--- src/rtl/clhl_pkg.sv ---
// ----------------------------------------------------------------------------
// clhl_pkg
// Shared types, codes and reset values of the client handshake link block.
// ----------------------------------------------------------------------------
package clhl_pkg;

    // default widths of stored node IDs and of the timeout counter
    localparam int ID_BITS_DEFAULT    = 16;
    localparam int TIMER_BITS_DEFAULT = 16;

    localparam int FIELD_BITS = 16;
    localparam int NONCE_BITS = 64;
    localparam int CFG_INDEX_BITS = 3;

    // reset values of the configuration registers
    localparam logic [FIELD_BITS-1:0] HEARTBEAT_CODE_RESET  = 16'd0;
    localparam logic [FIELD_BITS-1:0] ACK_CODE_RESET        = 16'd1;
    localparam logic [FIELD_BITS-1:0] NACK_CODE_RESET       = 16'd2;
    localparam logic [FIELD_BITS-1:0] ANNOUNCE_CODE_RESET   = 16'd3;
    localparam logic [FIELD_BITS-1:0] DISCONNECT_CODE_RESET = 16'd4;
    localparam logic [FIELD_BITS-1:0] TIMEOUT_TICKS_RESET   = 16'd1000;
    localparam logic [FIELD_BITS-1:0] INITIAL_CLIENT_ID_RESET = 16'd1;

    // configuration register indexes
    typedef enum logic [CFG_INDEX_BITS-1:0] {
        CFG_HEARTBEAT_CODE    = 3'd0,
        CFG_ACK_CODE          = 3'd1,
        CFG_NACK_CODE         = 3'd2,
        CFG_ANNOUNCE_CODE     = 3'd3,
        CFG_DISCONNECT_CODE   = 3'd4,
        CFG_TIMEOUT_TICKS     = 3'd5,
        CFG_INITIAL_CLIENT_ID = 3'd6
    } cfg_index_t;

    // item actions
    typedef enum logic [2:0] {
        ACT_TICK    = 3'd0,
        ACT_CONNECT = 3'd1,
        ACT_MESSAGE = 3'd2,
        ACT_SEND    = 3'd3,
        ACT_CLOSE   = 3'd4
    } action_t;

    // link state machine, one-hot
    typedef enum logic [3:0] {
        MODE_OFF    = 4'b0001,
        MODE_TRYING = 4'b0010,
        MODE_HEARD  = 4'b0100,
        MODE_LINKED = 4'b1000
    } link_mode_t;

    // externally visible link state codes
    localparam logic [1:0] LINK_CODE_OFF    = 2'd0;
    localparam logic [1:0] LINK_CODE_TRYING = 2'd1;
    localparam logic [1:0] LINK_CODE_HEARD  = 2'd2;
    localparam logic [1:0] LINK_CODE_LINKED = 2'd3;

    typedef enum logic [1:0] {
        STATUS_OK            = 2'd0,
        STATUS_NOT_CONNECTED = 2'd1,
        STATUS_IGNORED       = 2'd2
    } status_t;

    // command codes and timeout setting
    typedef struct packed {
        logic [FIELD_BITS-1:0] heartbeat_code;
        logic [FIELD_BITS-1:0] ack_code;
        logic [FIELD_BITS-1:0] nack_code;
        logic [FIELD_BITS-1:0] announce_code;
        logic [FIELD_BITS-1:0] disconnect_code;
        logic [FIELD_BITS-1:0] timeout_ticks;
    } cfg_t;

    // one input transaction
    typedef struct packed {
        logic [2:0]            action;
        logic [FIELD_BITS-1:0] src_node;
        logic [FIELD_BITS-1:0] dest_topic;
        logic [FIELD_BITS-1:0] cmd_code;
        logic                  is_control;
        logic                  has_data_list;
        logic                  has_nonce;
        logic [NONCE_BITS-1:0] msg_nonce;
        logic [NONCE_BITS-1:0] fresh_nonce;
        logic [FIELD_BITS-1:0] fresh_id;
    } item_t;

    // one result transaction
    typedef struct packed {
        logic [1:0]            link_state;
        logic                  send_valid;
        logic                  send_is_control;
        logic [FIELD_BITS-1:0] send_topic;
        logic [FIELD_BITS-1:0] send_sender;
        logic [FIELD_BITS-1:0] send_command;
        logic [NONCE_BITS-1:0] send_nonce;
        logic                  deliver_data;
        logic [1:0]            status;
        logic [FIELD_BITS-1:0] client_id;
    } result_t;

    // one-hot link mode to its external code
    function automatic logic [1:0] mode_code(input link_mode_t mode);
        logic [1:0] code;
        case (mode)
            MODE_TRYING: code = LINK_CODE_TRYING;
            MODE_HEARD:  code = LINK_CODE_HEARD;
            MODE_LINKED: code = LINK_CODE_LINKED;
            default:     code = LINK_CODE_OFF;
        endcase
        return code;
    endfunction

endpackage

--- src/rtl/clhl_step.sv ---
// ----------------------------------------------------------------------------
// clhl_step
// Next link state and result of one transaction, from the current state.
// ----------------------------------------------------------------------------
module clhl_step #(
    parameter int ID_BITS    = clhl_pkg::ID_BITS_DEFAULT,
    parameter int TIMER_BITS = clhl_pkg::TIMER_BITS_DEFAULT
) (
    input  clhl_pkg::item_t                   item,
    input  clhl_pkg::cfg_t                    cfg,
    input  clhl_pkg::link_mode_t              mode_cur,
    input  logic [ID_BITS-1:0]                own_id_cur,
    input  logic [ID_BITS-1:0]                server_cur,
    input  logic [clhl_pkg::NONCE_BITS-1:0]   nonce_cur,
    input  logic [TIMER_BITS-1:0]             ticks_cur,
    output clhl_pkg::link_mode_t              mode_new,
    output logic [ID_BITS-1:0]                own_id_new,
    output logic [ID_BITS-1:0]                server_new,
    output logic [clhl_pkg::NONCE_BITS-1:0]   nonce_new,
    output logic [TIMER_BITS-1:0]             ticks_new,
    output clhl_pkg::result_t                 result
);

    logic [ID_BITS-1:0]    sender;
    logic [ID_BITS-1:0]    topic;
    logic [ID_BITS-1:0]    fresh_id;
    logic [TIMER_BITS-1:0] timeout_load;
    logic                  is_ack;
    logic                  is_nack;
    logic                  handshake_ok;

    // ids held at ID_BITS, timer load cut to TIMER_BITS
    assign sender       = ID_BITS'(item.src_node);
    assign topic        = ID_BITS'(item.dest_topic);
    assign fresh_id     = ID_BITS'(item.fresh_id);
    assign timeout_load = TIMER_BITS'(cfg.timeout_ticks);

    // ack or nack that answers our announce
    assign is_ack       = (item.cmd_code == cfg.ack_code);
    assign is_nack      = (item.cmd_code == cfg.nack_code);
    assign handshake_ok = (sender == server_cur) && (is_ack || is_nack)
                          && item.has_nonce && (item.msg_nonce == nonce_cur);

    // transaction handling
    always_comb
    begin
        clhl_pkg::status_t stat;
        stat       = clhl_pkg::STATUS_OK;
        mode_new   = mode_cur;
        own_id_new = own_id_cur;
        server_new = server_cur;
        nonce_new  = nonce_cur;
        ticks_new  = ticks_cur;
        result     = '0;

        case (clhl_pkg::action_t'(item.action))
            clhl_pkg::ACT_TICK:
            begin
                if (mode_cur == clhl_pkg::MODE_LINKED)
                begin
                    if (ticks_cur <= TIMER_BITS'(1))
                    begin
                        ticks_new = '0;
                        mode_new  = clhl_pkg::MODE_OFF;
                    end
                    else
                    begin
                        ticks_new = ticks_cur - TIMER_BITS'(1);
                    end
                end
            end
            clhl_pkg::ACT_CONNECT:
            begin
                if (mode_cur == clhl_pkg::MODE_OFF)
                    mode_new = clhl_pkg::MODE_TRYING;
            end
            clhl_pkg::ACT_MESSAGE:
            begin
                if (sender[0] || !item.has_data_list)
                begin
                    stat = clhl_pkg::STATUS_IGNORED;
                end
                else
                begin
                    // any accepted traffic from the connected server keeps the link alive
                    if (mode_cur == clhl_pkg::MODE_LINKED && sender == server_cur)
                        ticks_new = timeout_load;
                    if (!item.is_control)
                    begin
                        if (topic == own_id_cur)
                            result.deliver_data = 1'b1;
                        else
                            stat = clhl_pkg::STATUS_IGNORED;
                    end
                    else
                    begin
                        stat = clhl_pkg::STATUS_IGNORED;
                        if (mode_cur == clhl_pkg::MODE_TRYING)
                        begin
                            // heartbeat: remember server and announce
                            if (item.cmd_code == cfg.heartbeat_code)
                            begin
                                server_new             = sender;
                                mode_new               = clhl_pkg::MODE_HEARD;
                                nonce_new              = item.fresh_nonce;
                                result.send_valid      = 1'b1;
                                result.send_is_control = 1'b1;
                                result.send_topic      = clhl_pkg::FIELD_BITS'(sender);
                                result.send_sender     = clhl_pkg::FIELD_BITS'(own_id_cur);
                                result.send_command    = cfg.announce_code;
                                result.send_nonce      = item.fresh_nonce;
                                stat                   = clhl_pkg::STATUS_OK;
                            end
                        end
                        else if (mode_cur == clhl_pkg::MODE_HEARD)
                        begin
                            if (handshake_ok)
                            begin
                                // ack takes priority when both codes match
                                if (is_ack)
                                begin
                                    mode_new  = clhl_pkg::MODE_LINKED;
                                    ticks_new = timeout_load;
                                end
                                else
                                begin
                                    mode_new   = clhl_pkg::MODE_OFF;
                                    own_id_new = fresh_id;
                                end
                                stat = clhl_pkg::STATUS_OK;
                            end
                        end
                    end
                end
            end
            clhl_pkg::ACT_SEND:
            begin
                if (mode_cur == clhl_pkg::MODE_LINKED)
                begin
                    result.send_valid   = 1'b1;
                    result.send_topic   = clhl_pkg::FIELD_BITS'(own_id_cur);
                    result.send_sender  = clhl_pkg::FIELD_BITS'(own_id_cur);
                    result.send_command = item.cmd_code;
                end
                else
                begin
                    stat = clhl_pkg::STATUS_NOT_CONNECTED;
                end
            end
            clhl_pkg::ACT_CLOSE:
            begin
                if (mode_cur == clhl_pkg::MODE_LINKED)
                begin
                    result.send_valid      = 1'b1;
                    result.send_is_control = 1'b1;
                    result.send_topic      = clhl_pkg::FIELD_BITS'(server_cur);
                    result.send_sender     = clhl_pkg::FIELD_BITS'(own_id_cur);
                    result.send_command    = cfg.disconnect_code;
                end
                mode_new  = clhl_pkg::MODE_OFF;
                ticks_new = '0;
            end
            default:
            begin
                stat = clhl_pkg::STATUS_IGNORED;
            end
        endcase

        result.link_state = clhl_pkg::mode_code(mode_new);
        result.status     = stat;
        result.client_id  = clhl_pkg::FIELD_BITS'(own_id_new);
    end

endmodule

--- src/rtl/client_handshake_link_fsm.sv ---
// ----------------------------------------------------------------------------
// client_handshake_link_fsm
// Client side of a heartbeat, announce and acknowledge link handshake.
// ----------------------------------------------------------------------------
// Input register, then result register; throughput one transaction per cycle
// while the result register can drain (out_ready), with the state updated
// between the two registers.
// Reset (rst_n low, asynchronous): link disconnected, own ID 1, server ID,
// nonce and timer zero, command codes and timeout back to their defaults.
// ----------------------------------------------------------------------------
module client_handshake_link_fsm #(
    parameter int ID_BITS    = clhl_pkg::ID_BITS_DEFAULT,
    parameter int TIMER_BITS = clhl_pkg::TIMER_BITS_DEFAULT
) (
    input  logic        clk,
    input  logic        rst_n,

    input  logic        cfg_valid,
    output logic        cfg_ready,
    input  logic [2:0]  cfg_index,
    input  logic [15:0] cfg_data,

    input  logic        in_valid,
    output logic        in_ready,
    input  logic [2:0]  action,
    input  logic [15:0] src_node,
    input  logic [15:0] dest_topic,
    input  logic [15:0] cmd_code,
    input  logic        is_control,
    input  logic        has_data_list,
    input  logic        has_nonce,
    input  logic [63:0] msg_nonce,
    input  logic [63:0] fresh_nonce,
    input  logic [15:0] fresh_id,

    output logic        out_valid,
    input  logic        out_ready,
    output logic [1:0]  link_state,
    output logic        send_valid,
    output logic        send_is_control,
    output logic [15:0] send_topic,
    output logic [15:0] send_sender,
    output logic [15:0] send_command,
    output logic [63:0] send_nonce,
    output logic        deliver_data,
    output logic [1:0]  status,
    output logic [15:0] client_id
);

    clhl_pkg::cfg_t                    cfg_reg;
    clhl_pkg::item_t                   item_reg;
    logic                              item_full_reg;
    clhl_pkg::result_t                 result_reg;
    logic                              out_valid_reg;

    clhl_pkg::link_mode_t              mode_reg;
    clhl_pkg::link_mode_t              mode_next;
    logic [ID_BITS-1:0]                own_id_reg;
    logic [ID_BITS-1:0]                own_id_next;
    logic [ID_BITS-1:0]                server_reg;
    logic [ID_BITS-1:0]                server_next;
    logic [clhl_pkg::NONCE_BITS-1:0]   nonce_reg;
    logic [clhl_pkg::NONCE_BITS-1:0]   nonce_next;
    logic [TIMER_BITS-1:0]             ticks_reg;
    logic [TIMER_BITS-1:0]             ticks_next;
    clhl_pkg::result_t                 result_next;

    logic                              advance;
    logic                              in_take;

    // pipeline flow: item moves to the result register when that slot frees up
    assign advance   = item_full_reg && (!out_valid_reg || out_ready);
    assign in_ready  = !item_full_reg || advance;
    assign in_take   = in_valid && in_ready;
    assign cfg_ready = 1'b1;

    // configuration registers; the initial client ID only matters at reset,
    // which also restores it, so its writes are taken and dropped
    always_ff @(posedge clk or negedge rst_n)
    begin
        if (!rst_n)
        begin
            cfg_reg.heartbeat_code  <= clhl_pkg::HEARTBEAT_CODE_RESET;
            cfg_reg.ack_code        <= clhl_pkg::ACK_CODE_RESET;
            cfg_reg.nack_code       <= clhl_pkg::NACK_CODE_RESET;
            cfg_reg.announce_code   <= clhl_pkg::ANNOUNCE_CODE_RESET;
            cfg_reg.disconnect_code <= clhl_pkg::DISCONNECT_CODE_RESET;
            cfg_reg.timeout_ticks   <= clhl_pkg::TIMEOUT_TICKS_RESET;
        end
        else if (cfg_valid)
        begin
            case (clhl_pkg::cfg_index_t'(cfg_index))
                clhl_pkg::CFG_HEARTBEAT_CODE:  cfg_reg.heartbeat_code  <= cfg_data;
                clhl_pkg::CFG_ACK_CODE:        cfg_reg.ack_code        <= cfg_data;
                clhl_pkg::CFG_NACK_CODE:       cfg_reg.nack_code       <= cfg_data;
                clhl_pkg::CFG_ANNOUNCE_CODE:   cfg_reg.announce_code   <= cfg_data;
                clhl_pkg::CFG_DISCONNECT_CODE: cfg_reg.disconnect_code <= cfg_data;
                clhl_pkg::CFG_TIMEOUT_TICKS:   cfg_reg.timeout_ticks   <= cfg_data;
                default:
                begin
                end
            endcase
        end
    end

    // input register payload
    always_ff @(posedge clk)
    begin
        if (in_take)
        begin
            item_reg.action        <= action;
            item_reg.src_node      <= src_node;
            item_reg.dest_topic    <= dest_topic;
            item_reg.cmd_code      <= cmd_code;
            item_reg.is_control    <= is_control;
            item_reg.has_data_list <= has_data_list;
            item_reg.has_nonce     <= has_nonce;
            item_reg.msg_nonce     <= msg_nonce;
            item_reg.fresh_nonce   <= fresh_nonce;
            item_reg.fresh_id      <= fresh_id;
        end
    end

    // transaction logic
    clhl_step #(
        .ID_BITS    (ID_BITS),
        .TIMER_BITS (TIMER_BITS)
    ) u_step (
        .item       (item_reg),
        .cfg        (cfg_reg),
        .mode_cur   (mode_reg),
        .own_id_cur (own_id_reg),
        .server_cur (server_reg),
        .nonce_cur  (nonce_reg),
        .ticks_cur  (ticks_reg),
        .mode_new   (mode_next),
        .own_id_new (own_id_next),
        .server_new (server_next),
        .nonce_new  (nonce_next),
        .ticks_new  (ticks_next),
        .result     (result_next)
    );

    // link state and handshake valid flags
    always_ff @(posedge clk or negedge rst_n)
    begin
        if (!rst_n)
        begin
            item_full_reg <= 1'b0;
            out_valid_reg <= 1'b0;
            mode_reg      <= clhl_pkg::MODE_OFF;
            own_id_reg    <= ID_BITS'(clhl_pkg::INITIAL_CLIENT_ID_RESET);
            server_reg    <= '0;
            nonce_reg     <= '0;
            ticks_reg     <= '0;
        end
        else
        begin
            if (in_take)
                item_full_reg <= 1'b1;
            else if (advance)
                item_full_reg <= 1'b0;

            if (advance)
                out_valid_reg <= 1'b1;
            else if (out_ready)
                out_valid_reg <= 1'b0;

            if (advance)
            begin
                mode_reg   <= mode_next;
                own_id_reg <= own_id_next;
                server_reg <= server_next;
                nonce_reg  <= nonce_next;
                ticks_reg  <= ticks_next;
            end
        end
    end

    // result register payload
    always_ff @(posedge clk)
    begin
        if (advance)
            result_reg <= result_next;
    end

    assign out_valid       = out_valid_reg;
    assign link_state      = result_reg.link_state;
    assign send_valid      = result_reg.send_valid;
    assign send_is_control = result_reg.send_is_control;
    assign send_topic      = result_reg.send_topic;
    assign send_sender     = result_reg.send_sender;
    assign send_command    = result_reg.send_command;
    assign send_nonce      = result_reg.send_nonce;
    assign deliver_data    = result_reg.deliver_data;
    assign status          = result_reg.status;
    assign client_id       = result_reg.client_id;

endmodule
--- config.mk ---
export PLATFORM = sky130hd
export DESIGN_NAME = client_handshake_link_fsm
export DESIGN_NICKNAME = d
export VERILOG_FILES = /design/src/rtl/clhl_pkg.sv /design/src/rtl/clhl_step.sv /design/src/rtl/client_handshake_link_fsm.sv
export SDC_FILE = /design/constraint.sdc
export NUM_CORES = 1
export LEC_CHECK = 0
export ABC_CLOCK_PERIOD_IN_PS = 6200
export BUFFER_PORTS_ARGS = -buffer_cell sky130_fd_sc_hd__buf_4
export CAP_MARGIN = 20
export CORE_MARGIN = 3
export CORE_UTILIZATION = 45
export DETAILED_ROUTE_END_ITERATION = 12
export PLACE_DENSITY = 0.73
export REMOVE_ABC_BUFFERS = 1
export SLEW_MARGIN = 20
export SYNTH_ARGS = -nofsm -noshare
export SYNTH_HDL_FRONTEND = slang
export SYNTH_SLANG_ARGS = --single-unit
--- constraint.sdc ---
create_clock -name clk -period 6.2 [get_ports clk]
set_input_delay 0.31 -clock clk [delete_from_list [all_inputs] [get_ports clk]]
set_output_delay 0.31 -clock clk [all_outputs]
set_load 0.01 [all_outputs]
Word-level counts from Yosys, hierarchy flattened
Index checks and enable logic that the tools add are counted.
- $add $sub $neg: 1
- $lt $le $gt $ge: 1
- eq/ne operators: 24
- multiplexer cells: 54
- bitwise gates (word level): 5
- reduce and logical (&&, ||, !) cells: 29
- operators by type and width (kind ; count):
    2-to-1 mux 114 bit ; 3
    2-to-1 mux 16 bit ; 16
    case mux 48 bit (3 select lines) ; 1
    2-to-1 mux 115 bit ; 1
    == test 16 bit ; 5
    == test 64 bit ; 1
    2-to-1 mux 50 bit ; 1
    2-to-1 mux 48 bit ; 1
    case mux 16 bit (3 select lines) ; 1
    2-to-1 mux 4 bit ; 10
    less-or-equal comparator 16 x 1 -> 1 bit, second input constant ; 1
    case mux 4 bit (4 select lines) ; 1
    subtractor 16 x 1 -> 16 bit, second input constant ; 1
    2-to-1 mux 2 bit ; 7
    == test 3 x 2 -> 1 bit, second input constant ; 4
    case mux 2 bit (3 select lines) ; 2
    AND reduction 2 bit ; 6
    == test 3 bit, second input constant ; 3
    == test 4 x 2 -> 1 bit, second input constant ; 2
    == test 4 x 3 -> 1 bit, second input constant ; 2
    == test 4 bit, second input constant ; 2
    2-to-1 mux 1 bit ; 8
    == test 3 x 1 -> 1 bit, second input constant ; 2
    logical AND 1 bit ; 6
    other kinds (15) ; 27
- register bits after elaboration: 547
- input port bits: 222
- output and inout bits: 138

Depth between registers and ports, before layout
Gate-level depths: netlist (run 1).
- word-level depth: 13
- gate-level depth with buffers: 10
- mapped depth without buffers: 10

Hierarchy
From an unflattened synthesis (run 1), not the netlist that was laid out.
- cell total of the unflattened synthesis: 1602
- area total of the unflattened synthesis: 23229.8 um^2
- by module, submodules not included (module ; times used ; cells each ; area each (um^2) ; seq. area each (um^2)):
    client_handshake_link_fsm ; 1 ; 797 ; 18076.1 ; 15371.0
    clhl_step ; 1 ; 805 ; 5153.7 ; 0.0

Least setup slack after synthesis (run 1)
OpenSTA, ideal clock, no wires.
- kind: register to register
- start point: register out_valid_reg (netlist: out_valid)
- end point: register item_reg[0] (netlist name)
- setup time: 0.583 ns
- data arrival time: 5.152 ns
- data required time: 5.617 ns
- setup slack: 0.464 ns
- cell stages (with the launch flop): 3
- path buffers: 0
- cells stage by stage: dfrtp_1 -> nand3b_1 -> and2_1
- longest elaborated chain between the ends: 5
- ends and longest elaborated chain (what ; line ; text):
    start, declared ; client_handshake_link_fsm.sv:54 ; logic out_valid_reg;
    start signal, assigned ; client_handshake_link_fsm.sv:150 ; out_valid_reg <= 1'b0;
    start signal, assigned ; client_handshake_link_fsm.sv:165 ; out_valid_reg <= 1'b1;
    start signal, assigned ; client_handshake_link_fsm.sv:167 ; out_valid_reg <= 1'b0;
    logical NOT 1 bit ; client_handshake_link_fsm.sv:72 ; assign advance = item_full_reg && (!out_valid_reg || out_ready);
    logical OR 1 bit ; client_handshake_link_fsm.sv:72 ;
    logical AND 1 bit ; client_handshake_link_fsm.sv:72 ;
    logical OR 1 bit ; client_handshake_link_fsm.sv:73 ; assign in_ready = !item_full_reg || advance;
    named net in_ready ; client_handshake_link_fsm.sv:24 ; output logic in_ready,
    logical AND 1 bit ; client_handshake_link_fsm.sv:74 ; assign in_take = in_valid && in_ready;
    named net in_take ; client_handshake_link_fsm.sv:69 ; logic in_take;
The timed path passes the listed nets, and every way through them passes these cells.
A chain may end at the register's enable or synchronous reset.

Worst setup path after layout (run 1)
- start point: register item_reg[182] (netlist bit)
- end point: register own_id_reg[5]
- longest elaborated chain between the ends: 10
- ends and longest elaborated chain (what ; line ; text):
    start, declared ; client_handshake_link_fsm.sv:51 ; clhl_pkg::item_t item_reg;
    == test 16 bit ; clhl_step.sv:41 ; assign handshake_ok = (sender == server_cur) && (is_ack || is_nack)
    logical AND 1 bit ; clhl_step.sv:41 ;
    logical AND 1 bit (2 in a row) ; clhl_step.sv:42 ; && item.has_nonce && (item.msg_nonce == nonce_cur);
    2-to-1 mux 16 bit ; clhl_step.sv:117 ; if (handshake_ok)
    2-to-1 mux 16 bit ; clhl_step.sv:115 ; else if (mode_cur == clhl_pkg::MODE_HEARD)
    2-to-1 mux 16 bit ; clhl_step.sv:98 ; if (mode_cur == clhl_pkg::MODE_TRYING)
    2-to-1 mux 16 bit ; clhl_step.sv:88 ; if (!item.is_control)
    2-to-1 mux 16 bit ; clhl_step.sv:79 ; if (sender[0] || !item.has_data_list)
    2-to-1 mux 16 bit ; clhl_step.sv:56 ; case (clhl_pkg::action_t'(item.action))
    end signal, assigned ; client_handshake_link_fsm.sv:152 ; own_id_reg <= ID_BITS'(clhl_pkg::INITIAL_CLIENT_ID_RESET);
    end signal, assigned ; client_handshake_link_fsm.sv:172 ; own_id_reg <= own_id_next;
    end, declared ; client_handshake_link_fsm.sv:58 ; logic [ID_BITS-1:0] own_id_reg;
Every way passes these cells.

==> impl_metrics.toml, run 1 <==
[layout]
utilization_pct = 61.1
final_cell_mix = "369 x buf_4, 333 x edfxtp_1, 213 x dlygate4sd3_1"
layout.nets = 2216
layout-drive-gt1-share_pct = 34.2
post-route-cell-area_sq_um = 29300
final_common_cell = "buf_4"
area_growth_pct = 33.6
layout.cells.non_filler = 2655
largest_register_ff_count = 198

[clocking]
clock-sinks = 547
cts_max_level = 2
numCtsBuffers = 55
ctsRootBufferMaster = "clkbuf_16"
ctsResizeCount = 0
clk_pin_slew_ns = 0.06
clock_path_buffers = 3
cts_tree = "built"
clk_latency_ns = 0.60

[placement]
placed_area_sq_um = 25400
dp.cells = 2337
gp_congestion = 0.880
post-dp-hpwl_um = 36700
io_buffers = 358

[worst_setup_path]
r2r_cells = 7
critical_path.slowest_cell = "and3_1"
critPathBufInv = 0
path_class = "flop to flop"
r2r_start = "item_reg[182]"
r2r-end = "own_id_reg[5]"
worst_path_most_repeated_cell = "nor4_1"
slowest_delay_ns = 1.01
crit_family = "simple AND/OR/NAND/NOR gates"
critical_path.startpoint_type = "flop"
startpoint = "item_reg[182]"
crit_chain = "xor2_1, nor4_1, nand4_1, or4_1, nor4_1, and3_1, mux2_2"
cp-end-kind = "flop"
cp.required_ns = 6.67
crit_cells = 7
r2r_slack_ns = 1.65
arrival_ns = 5.02
worstPathMaxFanout = 16
worstSetupEndpoint = "own_id_reg[5]"

[global_route]
grt_pass1_wl_um = 88100
grt_pass1_vias = 15000
overflow = 0
antenna_found_initial = 4
grt_max_degree = 178
grt_use_total_pct = 22.5

[logic_synthesis]
netlist.top_cell.by_area = "edfxtp_1"
synth_top_cell_area_share_pct = 45.6
synth-simple-area-share_pct = 8.31
synth_ff_type = "edfxtp_1"
yosysWarnings = 0
synthAdderAreaFrac_pct = 0.114
synth_top_family_by_area = "multiplexers"
synth_cell_types = 61
ys_seq_area_share_pct = 70.1
syn-cell-area_sq_um = 21900
syn_avg_cell_area_sq_um = 15.7
synth_mux_area_share_pct = 10.7
synth_edf_count = 333
ys_seq_elements = 547
synth_compound_area_share_pct = 3.86
synth_xor_xnor_area_share_pct = 5.43
synthArstFlopShare_pct = 39.1
synth_cells = 1396
ys_top_cells_by_area = "edfxtp_1 46%, dfrtp_1 23%, mux2_2 11%"

[detailed_routing]
avgRoutedWirePerCell_um = 21.9
vias = 14200
initialDrtViolationCount = 1185
drc_errors = 0
drtAntennaViolNets = 0
viasPerCell = 5.36
wl_um = 58200
firstDrtPassIters = 6

[timing]
slew_headroom_pct = 23.7
tightest_slew_ns = 1.14
tns_ns = 0
finalHoldViolCount = 0
skew_ns = 0.0164
setup_viol = 0
grt_setup_unrepaired = "false"
final_max_slew_viol_count = 0
fin_crit_ns = 4.55
max_freq_ghz = 0.220
period_share_pct = 73.4

[flow_run]
maxCapViolCount = 0

[die]
die_area_sq_um = 51400
fp.dieW_um = 227
ios = 360
core_sq_um = 47900
rows = 80
start_util_pct = 45.7
dieHeight_um = 227

[outcome]
status = "completed"

[power]
ir_drop_uv = 232
p_per_area_nw_per_um2 = 300
leakage_nw = 12.3

[hold_path]
hold_path.class = "input port to flop"
holdPathStages = 2
synth_stat cells (3+ instances only):
| cell | count |
|---|---|
| edfxtp_1 | 333 |
| mux2_2 | 208 |
| dfrtp_1 | 201 |
| xnor2_1 | 89 |
| and2_1 | 85 |
| xor2_1 | 47 |
| nand2_1 | 45 |
| clkbuf_1 | 40 |
| inv_1 | 37 |
| nand4_1 | 35 |
| nor2_1 | 32 |
| a222oi_1 | 28 |
| nand2b_1 | 28 |
| nor4_1 | 25 |
| nor3_1 | 15 |
| o21ai_0 | 14 |
| dfstp_2 | 13 |
| nand3_1 | 8 |
| or4_1 | 8 |
| a211o_1 | 6 |
| a21o_1 | 6 |
| a21oi_1 | 6 |
| a31oi_1 | 6 |
| nand4b_1 | 5 |
| or3_1 | 5 |
| a21boi_0 | 4 |
| a21boi_2 | 4 |
| a221o_1 | 4 |
| a22oi_1 | 4 |
| buf_1 | 4 |
| o2111ai_1 | 4 |
| or2_2 | 4 |
| nand3b_1 | 3 |
| nor3b_1 | 3 |
| nor4b_1 | 3 |
| o31ai_1 | 3 |
stage by stage:
step	hold WS [ns]	total power, mW	setup WS (ns)
floorplan	0.0144	5.04	0.464
global placement	0.430	5.44	1.74
detailed placement	0.432	5.48	1.72
CTS	0.00167	8.86	1.70
global route	0.0142	9.15	1.27
finish	0.0409	8.80	1.65
timing repair:
item / 4_1_cts / 5_1_grt
hold endpoints to repair: 364 / 0
hold buffers: 213 / 0
setup buffers: 0 / 0
power breakdown:
group	internal, mW	switching (mW)	total (mW)
sequential	4.25	0.231	4.48
combinational	0.554	0.497	1.05
clock	1.88	1.38	3.26
worst register-to-register path: cells and delay by family (launching register included):
| family | cells | cell delay [ns] |
|---|---|---|
| xor+xnor | 1 | 0.17 |
| simple gates | 5 | 3.39 |
| mux | 1 | 0.44 |
| flops | 1 | 0.42 |
routing by layer:
layer / routed length (um) / part of all wire, % / GRT usage [%]
met5: 21 / 0.036 / 0
met4: 1910 / 3.3 / 8.05
met3: 3680 / 6.3 / 4.38
met2: 29300 / 50 / 38.5
met1: 23300 / 40 / 28.7
area by class of cell:
type	count	area, sq um
fill	3489	18600
sequential	547	15400
multi-input combinational	764	6290
timing repair buffer	586	4970
clock buffer	80	1530
tap	615	769
clock inverter	23	226
inverter	38	148
antenna	2	5.00
worst min path at each step:
stage,from,to,slack [ns]
after CTS,cfg_data[12],cfg_reg[60],0.002
after detailed placement,rst_n,nonce_reg[63],0.43
final,cfg_data[12],cfg_reg[60],0.04
after global placement,rst_n,nonce_reg[63],0.43
after floorplan,rst_n,cfg_reg[0],0.01
after global routing,cfg_data[12],cfg_reg[28],0.01
cells by family (layout without fill, tap and decap cells):
family	Yosys count	count (layout)
muxes	208	208
adders and majority gates	2	2
DFF	547	547
AOI/OAI and AO/OA	102	102
and+or+nand+nor	315	315
xor gates and xnor gates	136	136
other	1	3
buffers and inverters	85	727
(Power assumes the default switching activity.)
==> run 2, diff against run 1 <==
Settings changed: ABC_CLOCK_PERIOD_IN_PS 6200 to 4000, PLACE_DENSITY 0.73 to 0.76.
Clock period 6.2 ns to 4 ns, I/O delays scaled along.
==> run 2 against run 1 <==
Combinational power up 58%. Critical endpoint is now ticks_reg[5]. Sequential power up 55%. Hold slack better by 0.20 ns. Largest power group unchanged. Fmax up 21%. Largest cell class unchanged.
==> impl_metrics.toml, run 2 (same netlist as run 1, synthesis figures left out) <==
[die]
die_area_sq_um = 51400
core_sq_um = 47900
dieHeight_um = 227
fp.dieW_um = 227
start_util_pct = 45.7
ios = 360
rows = 80

[timing]
setup_ws_ns = 0.250
grt_setup_unrepaired = "false"
timing.hold.ws_ns = 0.236
finalHoldViolCount = 0
fin_crit_ns = 3.75
final_max_slew_viol_count = 0
tns_ns = 0
period_share_pct = 93.8
tightest_slew_ns = 1.05
skew_ns = 0.0192
max_freq_ghz = 0.267
slew_headroom_pct = 30.1
setup_viol = 0

[placement]
post-dp-hpwl_um = 37200
placed_area_sq_um = 25500
gp_congestion = 0.858
dp_slack_ns = 0.270
io_buffers = 358

[power]
leakage_nw = 12.4
ir_drop_uv = 475
p_per_area_nw_per_um2 = 475
power.total_mw = 14.1

[layout]
layout.nets = 2233
final_cell_mix = "376 x buf_4, 333 x edfxtp_1, 218 x dlygate4sd3_1"
final_common_cell = "buf_4"
area_growth_pct = 35.3
layout-drive-gt1-share_pct = 35.2
post-route-cell-area_sq_um = 29700
largest_register_ff_count = 198

[detailed_routing]
avgRoutedWirePerCell_um = 22.3
firstDrtPassIters = 6
wl_um = 59700
drc_errors = 0
vias = 14300
initialDrtViolationCount = 1069
drtAntennaViolNets = 0
viasPerCell = 5.33

[worst_setup_path]
critical_path.startpoint_type = "flop"
critical_path.slowest_cell = "nor4_1"
arrival_ns = 4.22
r2r_slack_ns = 0.25
crit_chain = "xor2_1, nor4_1, nand4_1, buf_4, or4_4, or4_4, a31oi_4, a21boi_0, a211o_1"
worstPathMaxFanout = 14
r2r-end = "ticks_reg[5]"
r2r_start = "item_reg[193]"
path_class = "flop to flop"
slowest_delay_ns = 0.59
r2r_cells = 9
cp-end-kind = "flop"
cp.required_ns = 4.47
worst_path_most_repeated_cell = "or4_4"

[global_route]
grt_pass1_vias = 15500
overflow = 0
grt_pass1_wl_um = 90300
grt_use_total_pct = 23.1
antenna_found_initial = 9
grt_max_degree = 145

[outcome]
status = "completed"

[clocking]
numCtsBuffers = 56
ctsResizeCount = 0
post_cts_buffers = 0
holdBufCountCts = 218
cts_tree = "built"
clock-sinks = 547
cts_max_level = 2
ctsRootBufferMaster = "clkbuf_16"
clk_latency_ns = 0.60
clock_path_buffers = 3
clk_pin_slew_ns = 0.06

[hold_path]
hold_path.class = "input port to async pin"

[flow_run]
maxCapViolCount = 0
==> run 2: changes by cell type in the layout (fill, tap and decap cells not counted), moves of 5 or more <==
| cell | delta |
|---|---|
| clkbuf_1 | -13 |
| buf_4 | +7 |
| clkinv_2 | +7 |
| dlygate4sd3_1 | +5 |
==> run 2: worst max path at each step <==
stage / start / endpoint / slack (ns) / depth (start not counted)
after floorplan: out_valid / item_reg[0] / -1.74 / 2
after global placement: item_reg[193] / ticks_reg[7] / 0.42 / 9
after detailed placement: item_reg[193] / ticks_reg[5] / 0.27 / 9
after CTS: item_reg[193] / ticks_reg[5] / 0.23 / 9
after global routing: item_reg[193] / ticks_reg[6] / 0.12 / 9
final: item_reg[193] / ticks_reg[5] / 0.25 / 9
==> run 2: report_power, final <==
| group | leakage (nW) | total [mW] | internal [mW] | switching [mW] |
|---|---|---|---|---|
| sequential | 5.99 | 6.96 | 6.59 | 0.365 |
| clock | 0.950 | 5.48 | 3.24 | 2.24 |
| combinational | 5.48 | 1.66 | 0.877 | 0.785 |
==> run 2: area by class of cell <==
type	instances	area, sq um
diodes	6	15.0
multi-input cells	764	6290
well taps	615	769
clock inverters	38	407
inverters	38	148
repair buffers	602	5150
flip-flops and latches	547	15400
clock buffers	68	1530
fillers	3380	18300
==> run 2: critical path, delay by kind of cell (launching register included) <==
kind / cells / cell delay (ns)
AOI/OAI and AO/OA: 3 / 0.98
xor gates and xnor gates: 1 / 0.17
buffers and inverters: 1 / 0.23
DFF: 1 / 0.44
and+or+nand+nor: 4 / 1.79
==> run 2: routing by layer <==
| layer | wire length [um] | vias up | GRT usage, % |
|---|---|---|---|
| met1 | 24200 | 7135 | 29.0 |
| li1 | - | 6432 | - |
| met2 | 29800 | 575 | 39.5 |
| met3 | 3580 | 127 | 4.62 |
| met4 | 2090 | 4 | 9.11 |
| met5 | 22 | - | 0 |
==> run 2: per-stage QoR <==
step,cells,util (%)
finish,2678,61.9
global route,2678,61.9
CTS,2671,61.8
detailed placement,2347,53.3
global placement,2347,53.3
floorplan,1349,-
